File: src/pqd_pkg.sv
// Shared types, constants and letter tables for the proquint decoder.
package pqd_pkg;

  localparam int unsigned VALUE_W = 64;
  localparam int unsigned INDEX_W = 5;
  localparam int unsigned CHAR_W = 8;
  localparam int unsigned CODE_W = 4;
  localparam int unsigned POS_W = 3;

  localparam logic [INDEX_W-1:0] LAST_INDEX = INDEX_W'(23);
  localparam logic [POS_W-1:0] POS_DASH = POS_W'(5);
  localparam logic [CHAR_W-1:0] CHAR_DASH = 8'h2D;
  localparam logic [CHAR_W-1:0] CHAR_NUL = 8'h00;

  typedef enum logic [2:0] {
    OP_NOP      = 3'd0,
    OP_SHIFT4   = 3'd1,
    OP_SHIFT2   = 3'd2,
    OP_FAULT    = 3'd3,
    OP_END_FULL = 3'd4,
    OP_END_BAD  = 3'd5
  } op_t;

  typedef struct packed {
    op_t                op;
    logic [CODE_W-1:0]  code;
    logic [INDEX_W-1:0] index;
  } token_t;

  typedef struct packed {
    logic              hit;
    logic [CODE_W-1:0] code;
  } letter_t;

  function automatic letter_t consonant_code(input logic [CHAR_W-1:0] c);
    letter_t r;
    r.hit = 1'b1;
    case (c)
      8'h62:   r.code = 4'h0; // b
      8'h64:   r.code = 4'h1; // d
      8'h66:   r.code = 4'h2; // f
      8'h67:   r.code = 4'h3; // g
      8'h68:   r.code = 4'h4; // h
      8'h6A:   r.code = 4'h5; // j
      8'h6B:   r.code = 4'h6; // k
      8'h6C:   r.code = 4'h7; // l
      8'h6D:   r.code = 4'h8; // m
      8'h6E:   r.code = 4'h9; // n
      8'h70:   r.code = 4'hA; // p
      8'h72:   r.code = 4'hB; // r
      8'h73:   r.code = 4'hC; // s
      8'h74:   r.code = 4'hD; // t
      8'h76:   r.code = 4'hE; // v
      8'h7A:   r.code = 4'hF; // z
      default: begin
        r.hit = 1'b0;
        r.code = 4'h0;
      end
    endcase
    return r;
  endfunction

  function automatic letter_t vowel_code(input logic [CHAR_W-1:0] c);
    letter_t r;
    r.hit = 1'b1;
    case (c)
      8'h61:   r.code = 4'h0; // a
      8'h69:   r.code = 4'h1; // i
      8'h6F:   r.code = 4'h2; // o
      8'h75:   r.code = 4'h3; // u
      default: begin
        r.hit = 1'b0;
        r.code = 4'h0;
      end
    endcase
    return r;
  endfunction

endpackage

File: src/proquint_decoder_64.sv
// Top level of the streaming 64-bit proquint decoder.
// One character is taken per cycle unless in_stall is high. Each character is
// classified at once and queued in a two-entry token queue; the back end drains
// one token per cycle into the accumulator, holding an end token while a result
// waits behind out_stall. A zero byte ends the string and yields one result
// (value, ok, fault_position) in the output register as its token leaves the
// queue; value and fault_position are zero when not applicable. in_stall rises
// only when the queue is full, which happens only while a result so waits.
module proquint_decoder_64 (
  input  logic                          clk,
  input  logic                          rst,
  input  logic                          in_valid,
  output logic                          in_stall,
  input  logic [pqd_pkg::CHAR_W-1:0]    char_in,
  output logic                          out_valid,
  input  logic                          out_stall,
  output logic [pqd_pkg::VALUE_W-1:0]   value,
  output logic                          ok,
  output logic [pqd_pkg::INDEX_W-1:0]   fault_position
);
  import pqd_pkg::*;

  token_t front_tok;
  token_t head_tok;
  logic   full;
  logic   take;
  logic   head_valid;
  logic   pop;

  assign in_stall = full;
  assign take = in_valid && !full;

  pqd_front u_front (
    .clk     (clk),
    .rst     (rst),
    .take    (take),
    .char_in (char_in),
    .tok     (front_tok)
  );

  pqd_queue u_queue (
    .clk        (clk),
    .rst        (rst),
    .push       (take),
    .push_tok   (front_tok),
    .full       (full),
    .pop        (pop),
    .head_valid (head_valid),
    .head_tok   (head_tok)
  );

  pqd_back u_back (
    .clk            (clk),
    .rst            (rst),
    .head_valid     (head_valid),
    .head_tok       (head_tok),
    .pop            (pop),
    .out_valid      (out_valid),
    .out_stall      (out_stall),
    .value          (value),
    .ok             (ok),
    .fault_position (fault_position)
  );

endmodule

File: src/pqd_front.sv
// Front end: tracks character position and classifies each character into a token.
module pqd_front (
  input  logic                         clk,
  input  logic                         rst,
  input  logic                         take,
  input  logic [pqd_pkg::CHAR_W-1:0]   char_in,
  output pqd_pkg::token_t              tok
);
  import pqd_pkg::*;

  logic [INDEX_W-1:0] char_index;
  logic [POS_W-1:0]   pos;
  logic [INDEX_W-1:0] char_index_next;
  logic [POS_W-1:0]   pos_next;
  letter_t            cons;
  letter_t            vow;

  always_comb begin
    cons = consonant_code(char_in);
    vow = vowel_code(char_in);
    tok.index = char_index;
    tok.code = '0;
    tok.op = OP_NOP;
    char_index_next = char_index + INDEX_W'(1);
    pos_next = (pos == POS_DASH) ? '0 : pos + POS_W'(1);
    if (char_in == CHAR_NUL) begin
      tok.op = (char_index == LAST_INDEX) ? OP_END_FULL : OP_END_BAD;
      char_index_next = '0;
      pos_next = '0;
    end else if (char_index >= LAST_INDEX) begin
      tok.op = OP_FAULT;
      tok.index = LAST_INDEX;
      char_index_next = LAST_INDEX;
      pos_next = pos;
    end else if (pos == POS_DASH) begin
      tok.op = (char_in == CHAR_DASH) ? OP_NOP : OP_FAULT;
    end else if (pos[0]) begin
      tok.op = vow.hit ? OP_SHIFT2 : OP_FAULT;
      tok.code = vow.code;
    end else begin
      tok.op = cons.hit ? OP_SHIFT4 : OP_FAULT;
      tok.code = cons.code;
    end
  end

  always_ff @(posedge clk) begin
    if (rst) begin
      char_index <= '0;
      pos <= '0;
    end else if (take) begin
      char_index <= char_index_next;
      pos <= pos_next;
    end
  end

endmodule

File: src/pqd_queue.sv
// Two-entry token queue between front and back end.
module pqd_queue (
  input  logic            clk,
  input  logic            rst,
  input  logic            push,
  input  pqd_pkg::token_t push_tok,
  output logic            full,
  input  logic            pop,
  output logic            head_valid,
  output pqd_pkg::token_t head_tok
);
  import pqd_pkg::*;

  token_t     slots [2];
  logic       wr_ptr;
  logic       rd_ptr;
  logic [1:0] count;

  assign full = count[1];
  assign head_valid = (count != 2'd0);
  assign head_tok = slots[rd_ptr];

  always_ff @(posedge clk) begin
    if (push) slots[wr_ptr] <= push_tok;
  end

  always_ff @(posedge clk) begin
    if (rst) begin
      wr_ptr <= 1'b0;
      rd_ptr <= 1'b0;
      count <= 2'd0;
    end else begin
      if (push) wr_ptr <= ~wr_ptr;
      if (pop) rd_ptr <= ~rd_ptr;
      case ({push, pop})
        2'b10:   count <= count + 2'd1;
        2'b01:   count <= count - 2'd1;
        default: count <= count;
      endcase
    end
  end

endmodule

File: src/pqd_back.sv
// Back end: accumulates the value, tracks the first fault and holds the result register.
module pqd_back (
  input  logic                          clk,
  input  logic                          rst,
  input  logic                          head_valid,
  input  pqd_pkg::token_t               head_tok,
  output logic                          pop,
  output logic                          out_valid,
  input  logic                          out_stall,
  output logic [pqd_pkg::VALUE_W-1:0]   value,
  output logic                          ok,
  output logic [pqd_pkg::INDEX_W-1:0]   fault_position
);
  import pqd_pkg::*;

  logic [VALUE_W-1:0] accumulator;
  logic               fault_seen;
  logic [INDEX_W-1:0] fault_index;
  logic               is_end;
  logic               slot_free;
  logic               good;
  logic [INDEX_W-1:0] first_fault;

  assign is_end = (head_tok.op == OP_END_FULL) || (head_tok.op == OP_END_BAD);
  assign slot_free = !out_valid || !out_stall;
  assign pop = head_valid && (!is_end || slot_free);
  assign good = (head_tok.op == OP_END_FULL) && !fault_seen;
  assign first_fault = fault_seen ? fault_index : head_tok.index;

  always_ff @(posedge clk) begin
    if (rst) begin
      accumulator <= '0;
      fault_seen <= 1'b0;
      fault_index <= '0;
    end else if (pop) begin
      case (head_tok.op)
        OP_SHIFT4: if (!fault_seen) accumulator <= {accumulator[VALUE_W-5:0], head_tok.code};
        OP_SHIFT2: if (!fault_seen) accumulator <= {accumulator[VALUE_W-3:0], head_tok.code[1:0]};
        OP_FAULT: begin
          fault_seen <= 1'b1;
          fault_index <= first_fault;
        end
        OP_END_FULL, OP_END_BAD: begin
          accumulator <= '0;
          fault_seen <= 1'b0;
          fault_index <= '0;
        end
        default: ;
      endcase
    end
  end

  always_ff @(posedge clk) begin
    if (rst) begin
      out_valid <= 1'b0;
    end else if (pop && is_end) begin
      out_valid <= 1'b1;
    end else if (!out_stall) begin
      out_valid <= 1'b0;
    end
  end

  always_ff @(posedge clk) begin
    if (pop && is_end) begin
      value <= good ? accumulator : '0;
      ok <= good;
      fault_position <= good ? '0 : first_fault;
    end
  end

endmodule

File: config.mk
export PLATFORM = sky130hd
export DESIGN_NAME = proquint_decoder_64
export DESIGN_NICKNAME = d
export VERILOG_FILES = /design/src/pqd_pkg.sv /design/src/proquint_decoder_64.sv /design/src/pqd_front.sv /design/src/pqd_queue.sv /design/src/pqd_back.sv
export SDC_FILE = /design/constraint.sdc
export NUM_CORES = 1
export LEC_CHECK = 0
export BUFFER_PORTS_ARGS = -buffer_cell sky130_fd_sc_hd__buf_2
export CORE_MARGIN = 3
export CORE_UTILIZATION = 23
export CTS_CLUSTER_DIAMETER = 80
export CTS_CLUSTER_SIZE = 12
export DETAILED_ROUTE_END_ITERATION = 10
export SYNTH_ARGS = -nofsm -noshare
export SYNTH_HDL_FRONTEND = slang
export SYNTH_SLANG_ARGS = --single-unit
export TNS_END_PERCENT = 100
File: constraint.sdc
create_clock -name clk -period 8.9 [get_ports clk]
set_clock_uncertainty 0.15 [all_clocks]
set_input_delay 0.445 -clock clk [delete_from_list [all_inputs] [get_ports clk]]
set_output_delay 0.445 -clock clk [all_outputs]
set_load 0.01 [all_outputs]
==> results of run 1 <==
power by group:
part / total (W) / internal, W / leakage (nW) / switching [W]
registers: 0.00108 / 0.000972 / 1.58 / 0.000104
logic: 0.000428 / 0.000174 / 1.22 / 0.000254
clock network: 0.000768 / 0.000417 / 0.302 / 0.000351
total: 0.00227 / 0.00156 / 3.10 / 0.000709
final cells by class:
type                            count  area (um^2)  area share
Inverter                            5        21.27    0.002250
Clock inverter                     14        150.1     0.01588
Tap cell                          455        569.3     0.06022
Sequential cell                   178         4504      0.4765
Multi-Input combinational cell    452         3294      0.3485
Clock buffer                       18        450.4     0.04765
Timing Repair Buffer               89        462.9     0.04897
how the worst max path moves through the flow:
stage	from	end	slack, ns	cells past startpoint
floorplan	flop	u_back.accumulator[56]$_SDFFE_PP0P_	6.06	9
global placement	flop	u_back.accumulator[23]$_SDFFE_PP0P_	5.04	6
detailed placement	flop	u_back.accumulator[39]$_SDFFE_PP0P_	4.98	6
CTS	flop	u_back.accumulator[37]$_SDFFE_PP0P_	4.93	6
global route	flop	u_back.accumulator[38]$_SDFFE_PP0P_	4.71	6
finish	flop	u_back.accumulator[37]$_SDFFE_PP0P_	4.98	6
routing by layer:
layer | wire, um | vias up | part of all wire | GRT usage
met4 | 303 | 0 | 0.017 | 0.03351
met3 | 718 | 12 | 0.040 | 0.01993
met2 | 8510 | 144 | 0.47 | 0.1462
li1 | - | 2726 | - | -
met1 | 8590 | 2742 | 0.47 | 0.1262
met5 | 0 | - | 0 | 0
flip-flops by register name, summed over array words and instances, names as in the netlist, named ones only:
signal,flops
u_back.value,64
u_back.fault_position,5
u_queue.rd_ptr,1
u_back.accumulator,64
u_back.fault_seen,1
u_front.pos,3
u_back.ok,1
u_back.out_valid,1
u_queue.slots,24
u_queue.count,2
u_front.char_index,5
u_back.fault_index,5
u_queue.wr_ptr,1
per-stage QoR:
stage	instances	hold slack, ns	total power (W)
after floorplan	697	0.3195	0.001436
after global placement	1179	0.3469	0.001515
after detailed placement	1179	0.3552	0.001524
after CTS	1211	0.1220	0.002295
after global routing	1211	0.1864	0.002390
final	1211	0.1399	0.002272
cells by family (layout without fill, tap and decap cells):
| logic type | after synthesis | count (layout) |
|---|---|---|
| flops | 178 | 178 |
| fa+ha+maj | 2 | 2 |
| buf+inv | 67 | 126 |
| simple gates | 246 | 246 |
| compound gates | 185 | 185 |
| xor+xnor | 6 | 6 |
| mux | 13 | 13 |
critical path: stages (launching register included):
cell and delay, ns:
dfxtp_1 0.87, or4b_4 0.30, o21a_2 0.16, a311o_4 0.17, buf_4 0.84, nand2_4 0.80
a221oi_2 0.49
cells in the final DEF (no fill, tap or decap), types with 4 or more instances in the layout:
master	count
buf_4	7
a211oi_1	4
dfxtp_1	84
and2_1	67
nor3_1	8
o21ai_0	12
buf_2	82
inv_8	5
edfxtp_1	94
mux2i_1	8
nand3b_1	6
a22oi_1	62
clkbuf_16	18
nand2b_1	17
inv_6	6
a221oi_2	58
nand2_1	13
a21oi_1	24
nor2_1	102
nand3_1	6
xnor2_1	4
nor2b_1	6
mux2_2	5
==> qor.csv, run 1 <==
stage;metric;value;unit
finish;n_antenna_cell;0;
hold_path;worstHoldStart;out_stall;
power_and_ir_drop;ir_drop;0.1014;mV
place;dpl_cell_area;8852;um^2
die;start_util;0.2350;
timing;drv_slew;0;
grt;overflow;0;
routing;drc;0;
yosys;yosys-top-cells-count;nor2_1, edfxtp_1, dfxtp_1, and2_1, a22oi_1;
finish;fin_nets;757;
clocking;cts-root-buf;clkbuf_16;
place;numPortBuffers;83;
yosys;syn_nets;711;
grt;antenna_found_initial;0;
run;drv_cap;0;
setup_path;critPathKind;reg -> reg;
yosys;ys_types;56;
routing;drtIter0Drc;556;
yosys;synthTopCellsByArea;edfxtp_1, dfxtp_1, a221oi_2;
die;die_w;194.3;um
yosys;yosysSeqAreaShare;0.5521;
yosys;yosys_warnings;0;
grt;grt_first_pass_wirelength;29170;um
finish;areaGrowthSynthToFinish;15.86;%
die;die_area;37770;um^2
yosys;synth_compound_area_frac;0.2201;
timing;worst_pin_slew;1.149;ns
routing;antenna_left;0;
setup_path;start_kind;flop;
routing;routed_wl;18120;um
yosys;postSynthCellCount;697;
yosys;synth_adder_area_share;0.003067;
routing;drtPass1Iterations;5;
hold_path;min_to;u_back.out_valid$_SDFFE_PP0P_;
yosys;yosys.area_share.xor_xnor;0.006441;
timing;period_share;0.4407;
grt;grtUsageTotal;0.09288;
finish;fin_util;0.2723;
yosys;synthSimpleGateAreaFrac;0.1550;
clocking;post_cts_buffers;0;
clocking;cts_max_path_buffers;2;
clocking;htree_levels;4;
yosys;synth_edf_count;94;
yosys;yosysTopAreaCell;edfxtp_1;
setup_path;reg2reg_setup_slack;4.98;ns
timing;max_freq;255.0;MHz
timing;finalCriticalPeriod;3.922;ns
clocking;cts_resized;0;
routing;avgViaCountPerCell;4.644;
setup_path;reg2reg_to;u_back.accumulator[37]$_SDFFE_PP0P_;
place;place_hpwl;11140;um
clocking;numCtsBuffers;17;
timing;rsz0062_at_grt;false;
finish;nFillCells;3619;
setup_path;cp_data_arrival_time;4.10;ns
setup_path;rr_worst_depth;6;
setup_path;end_kind;flop;
hold_path;min_path_type;in -> reg;
setup_path;cp_max_fo;66;
die;ioPinCount;84;
power_and_ir_drop;powerDensity;240.4;nW/um^2
clocking;hold_buffers;0;
hold_path;holdPathStages;3;
die;die_h;194.3;um
yosys;synth_top_family_by_area;compound AO/OA/AOI/OAI gates;
yosys;syn-mean-instance-area;11.71;um^2
grt;grt_pass1_vias;5361;
run_status;status;finished, final reports clean;
yosys;yosysTopAreaCellShare;0.3460;
yosys;async_flop_share;0;
clocking;cts_tree;yes;
timing;setup_viol;0;
timing;fin_ws;4.978;ns
timing;tns;0;ns
routing;drt-wirelength-per-cell;14.97;um
finish;drive_gt1_frac;0.2619;
setup_path;required;9.08;ns
power_and_ir_drop;leakage;3.105;nW
timing;hold_viol;0;
place;routabilityCongestion;0.7356;
yosys;synth.mux.area_fraction;0.01672;
yosys;synth_seq_cells;178;
yosys;synth_ff_type;edfxtp_1;
yosys;syn-cell-area;8159;um^2
clocking;clock_latency;0.43;ns
yosys;synth_most_common_cell;nor2_1;
finish;design_area;9453;um^2
die;fp.coreArea;34710;um^2
clocking;clock_sinks;178;
timing;relSlewSlack;0.2341;
place;post-place-ws;4.978;ns
die;core.rowCount;68;
grt;grt_max_degree;82;
routing;vias;5624;
clocking;cts.clk_slew.worst_paths;0.07;ns
Note: power is estimated with default switching activity, not from simulation.
==> run 2: changes to the inputs <==
ABC_AREA = 1   (was default)
clock period = 3.53 ns   (was 8.9 ns; I/O delays follow)
==> run 2 against run 1 <==
Design area down 2.2%; largest power group unchanged; synthesized area down 4.8%; highest routed layer unchanged; combinational power rose to 6.3 times the previous value; sequential cell count unchanged; worst setup slack worse by 4.2 ns; hold slack worse by 0.072 ns; cell count up 20%; maximum frequency up 41%; non-clock buffer count up 3; core utilization up 0.84 points; synthesized cell count up 33%; critical path depth up 1.
==> qor.csv, run 2 <==
stage;metric;value;unit;change
die;die_h;189.8;um;-2.3%
setup_path;end_kind;flop;;
yosys;synth_edf_count;94;;unchanged
timing;finalCriticalPeriod;2.788;ns;-1.134 ns
finish;drive_gt1_frac;0.1407;;-0.1212
grt;antenna_found_initial;0;;unchanged
yosys;yosys_warnings;0;;unchanged
yosys;syn-cell-area;7769;um^2;-4.8%
timing;hold_ws;0.06793;ns;-0.07197 ns
setup_path;cp_max_fo;29;;-56%
timing;tns;0;ns;unchanged
grt;grtUsageTotal;0.09668;;+0.003804
power_and_ir_drop;ir_drop;0.3997;mV;+290%
grt;grt_max_degree;127;;+55%
grt;overflow;0;;unchanged
place;place_inst;1418;;+20%
clocking;clock_latency;0.43;ns;about the same
hold_path;holdPathStages;5;;+2
clocking;cts_tree;yes;;
setup_path;rr_worst_depth;7;;+1
die;ioPinCount;84;;unchanged
run;drv_cap;0;;unchanged
yosys;ys_types;32;;-43%
clocking;htree_levels;4;;unchanged
yosys;yosysTopAreaCell;edfxtp_1;;
setup_path;required;3.50;ns;-5.58 ns
timing;fin_ws;0.7422;ns;-4.236 ns
setup_path;reg2reg_setup_slack;0.74;ns;-4.24 ns
setup_path;reg2reg_to;u_back.fault_position[2]$_SDFFCE_PP0P_;;
clocking;numCtsBuffers;17;;unchanged
setup_path;critPathBufInv;4;;+3
finish;reg_top3;u_back.accumulator x64, u_back.value x64, u_queue.slots x24;;
routing;drc;0;;unchanged
die;die_area;36020;um^2;-4.6%
hold_path;min_to;u_back.out_valid$_SDFFE_PP0P_;;
finish;fin_nets;1010;;+33%
routing;vias;5985;;+6.4%
yosys;yosysTopAreaCellShare;0.3633;;+0.01738
yosys;async_flop_share;0;;unchanged
clocking;cts_resized;0;;unchanged
finish;final_cells;1451;;+20%
routing;wl_met3;650;um;-9.5%
clocking;cts-root-buf;clkbuf_16;;
finish;nFillCells;3508;;-3.1%
timing;worst_pin_slew;1.051;ns;-0.09743 ns
timing;period_share;0.7897;;+0.3491
place;place_hpwl;11290;um;+1.4%
place;numPortBuffers;83;;unchanged
grt;grt_first_pass_wirelength;28330;um;-2.9%
timing;relSlewSlack;0.2964;;+0.06236
setup_path;path_cells;inv_2 -> nand2_2 -> nand4_2 -> inv_1 -> nand2_1 -> inv_2 -> buf_4;;
grt;grt_pass1_vias;5701;;+6.3%
routing;drtIter0Drc;448;;-19%
routing;wl_met2;8229;um;-3.3%
yosys;yosys-top-cells-count;nor2_1, nand2_1, inv_1, edfxtp_1, dfxtp_1;;
die;start_util;0.2358;;+0.0007370
yosys;postSynthCellCount;930;;+33%
routing;wl_met1;8162;um;-5.0%
setup_path;cp_top_family;buffers and inverters;;
run_status;status;finished, final reports clean;;
routing;top_layer;met4;;
finish;n_antenna_cell;0;;unchanged
die;fp.coreArea;32950;um^2;-5.1%
die;core.rowCount;66;;-2.9%
setup_path;start_kind;flop;;
clocking;cts.clk_slew.worst_paths;0.08;ns;about the same
power_and_ir_drop;leakage;4.033;nW;+30%
yosys;synth_seq_cells;178;;unchanged
yosys;synthTopCellsByArea;edfxtp_1, dfxtp_1, nor2_1;;
yosys;yosysSeqAreaShare;0.5798;;+0.02774
yosys;syn-mean-instance-area;8.353;um^2;-29%
finish;layout_commonest_cell;nor2_1;;
place;routabilityCongestion;0.8267;;+12%
timing;hold_viol;0;;unchanged
setup_path;cpMostUsedCell;inv_2;;
finish;mostFrequentLayoutCells;nor2_1, nand2_1, inv_1;;
timing;setup_viol;0;;unchanged
place;post-place-ws;0.7545;ns;-4.223 ns
setup_path;critPathKind;reg -> reg;;
setup_path;cp_data_arrival_time;2.76;ns;-1.34 ns
die;die_w;189.8;um;-2.3%
setup_path;critical_path.slowest_cell;dfxtp_1;;
routing;routed_wl;17200;um;-5.1%
clocking;clock_sinks;178;;unchanged
clocking;cts_max_path_buffers;2;;unchanged
finish;areaGrowthSynthToFinish;19.04;%;
timing;rsz0062_at_grt;false;;
yosys;synth_most_common_cell;nor2_1;;
routing;drtPass1Iterations;5;;unchanged
routing;drt-wirelength-per-cell;11.86;um;-21%
hold_path;min_path_type;in -> reg;;
yosys;syn_nets;944;;+33%
routing;avgViaCountPerCell;4.125;;-11%
routing;antenna_left;0;;unchanged
timing;max_freq;358.7;MHz;+41%
setup_path;max_stage_delay;0.58;ns;-0.29 ns
hold_path;worstHoldStart;out_stall;;
power_and_ir_drop;powerDensity;822.0;nW/um^2;+240%
yosys;synth_ff_type;edfxtp_1;;
timing;drv_slew;0;;unchanged
==> run 2: final cells by class <==
| cell class | count | area (um^2) | area share |
|---|---|---|---|
| sequential | 178 | 4504 | 0.4871 |
| timing repair buffer | 92 | 510.5 | 0.05520 |
| multi-input combinational | 592 | 2614 | 0.2826 |
| tap | 442 | 553.0 | 0.05980 |
| clock buffer | 17 | 425.4 | 0.04600 |
| clock inverter | 15 | 209.0 | 0.02260 |
| inverter | 115 | 431.7 | 0.04668 |
==> run 2: worst max-delay path by stage <==
stage,endpoint,slack (ns),depth (start not counted)
6_report,u_back.fault_position[2]$_SDFFCE_PP0P_,0.74,7
5_1_grt,u_back.fault_position[0]$_SDFFCE_PP0P_,0.47,7
4_1_cts,u_back.fault_position[0]$_SDFFCE_PP0P_,0.73,7
3_5_place_dp,u_back.fault_position[3]$_SDFFCE_PP0P_,0.75,7
3_3_place_gp,u_back.fault_position[2]$_SDFFCE_PP0P_,0.89,7
2_1_floorplan,u_back.fault_position[0]$_SDFFCE_PP0P_,0.47,7
==> run 2: where the power goes <==
part / internal, W / switching [W] / leakage, nW
Sequential: 0.00278 / 0.000176 / 1.56
Clock: 0.000981 / 0.000963 / 0.303
Combinational: 0.000838 / 0.00186 / 2.17
Total: 0.00460 / 0.00300 / 4.03
==> run 2: tightest hold or removal path, cell delays in order <==
cell	delay, ns
buf_2	0.07
nand2_1	0.11
nand2_1	0.13
nand2_1	0.07
inv_1	0.06
==> run 2: layer usage <==
layer | vias up | global-route usage
met1 | 2724 | 0.1255
met4 | 0 | 0.02445
met5 | - | 0
met2 | 116 | 0.1646
li1 | 3132 | -
met3 | 13 | 0.02027
==> run 2: kinds of logic after synthesis <==
kind of cell               Yosys count  synth area share
AOI/OAI and AO/OA                  121           0.09213
adders and majority gates            2          0.003221
buffers and inverters              160           0.08439
DFF                                178            0.5798
and+or+nand+nor                    469            0.2405
==> run 2: metrics by stage <==
stage | total power, W | area, um^2 | util
CTS | 0.007687 | 9248 | 0.2807
finish | 0.007602 | 9248 | 0.2807
detailed placement | 0.005715 | 8603 | 0.2611
global route | 0.008229 | 9248 | 0.2807
floorplan | 0.005126 | 7769 | -
global placement | 0.005663 | 8603 | 0.2611
==> run 2: timing repair <==
item | 4_1_cts | 5_1_grt
setup buffers | 0 | 0
hold endpoints to repair | 11 | 0
hold buffers | 1 | 0
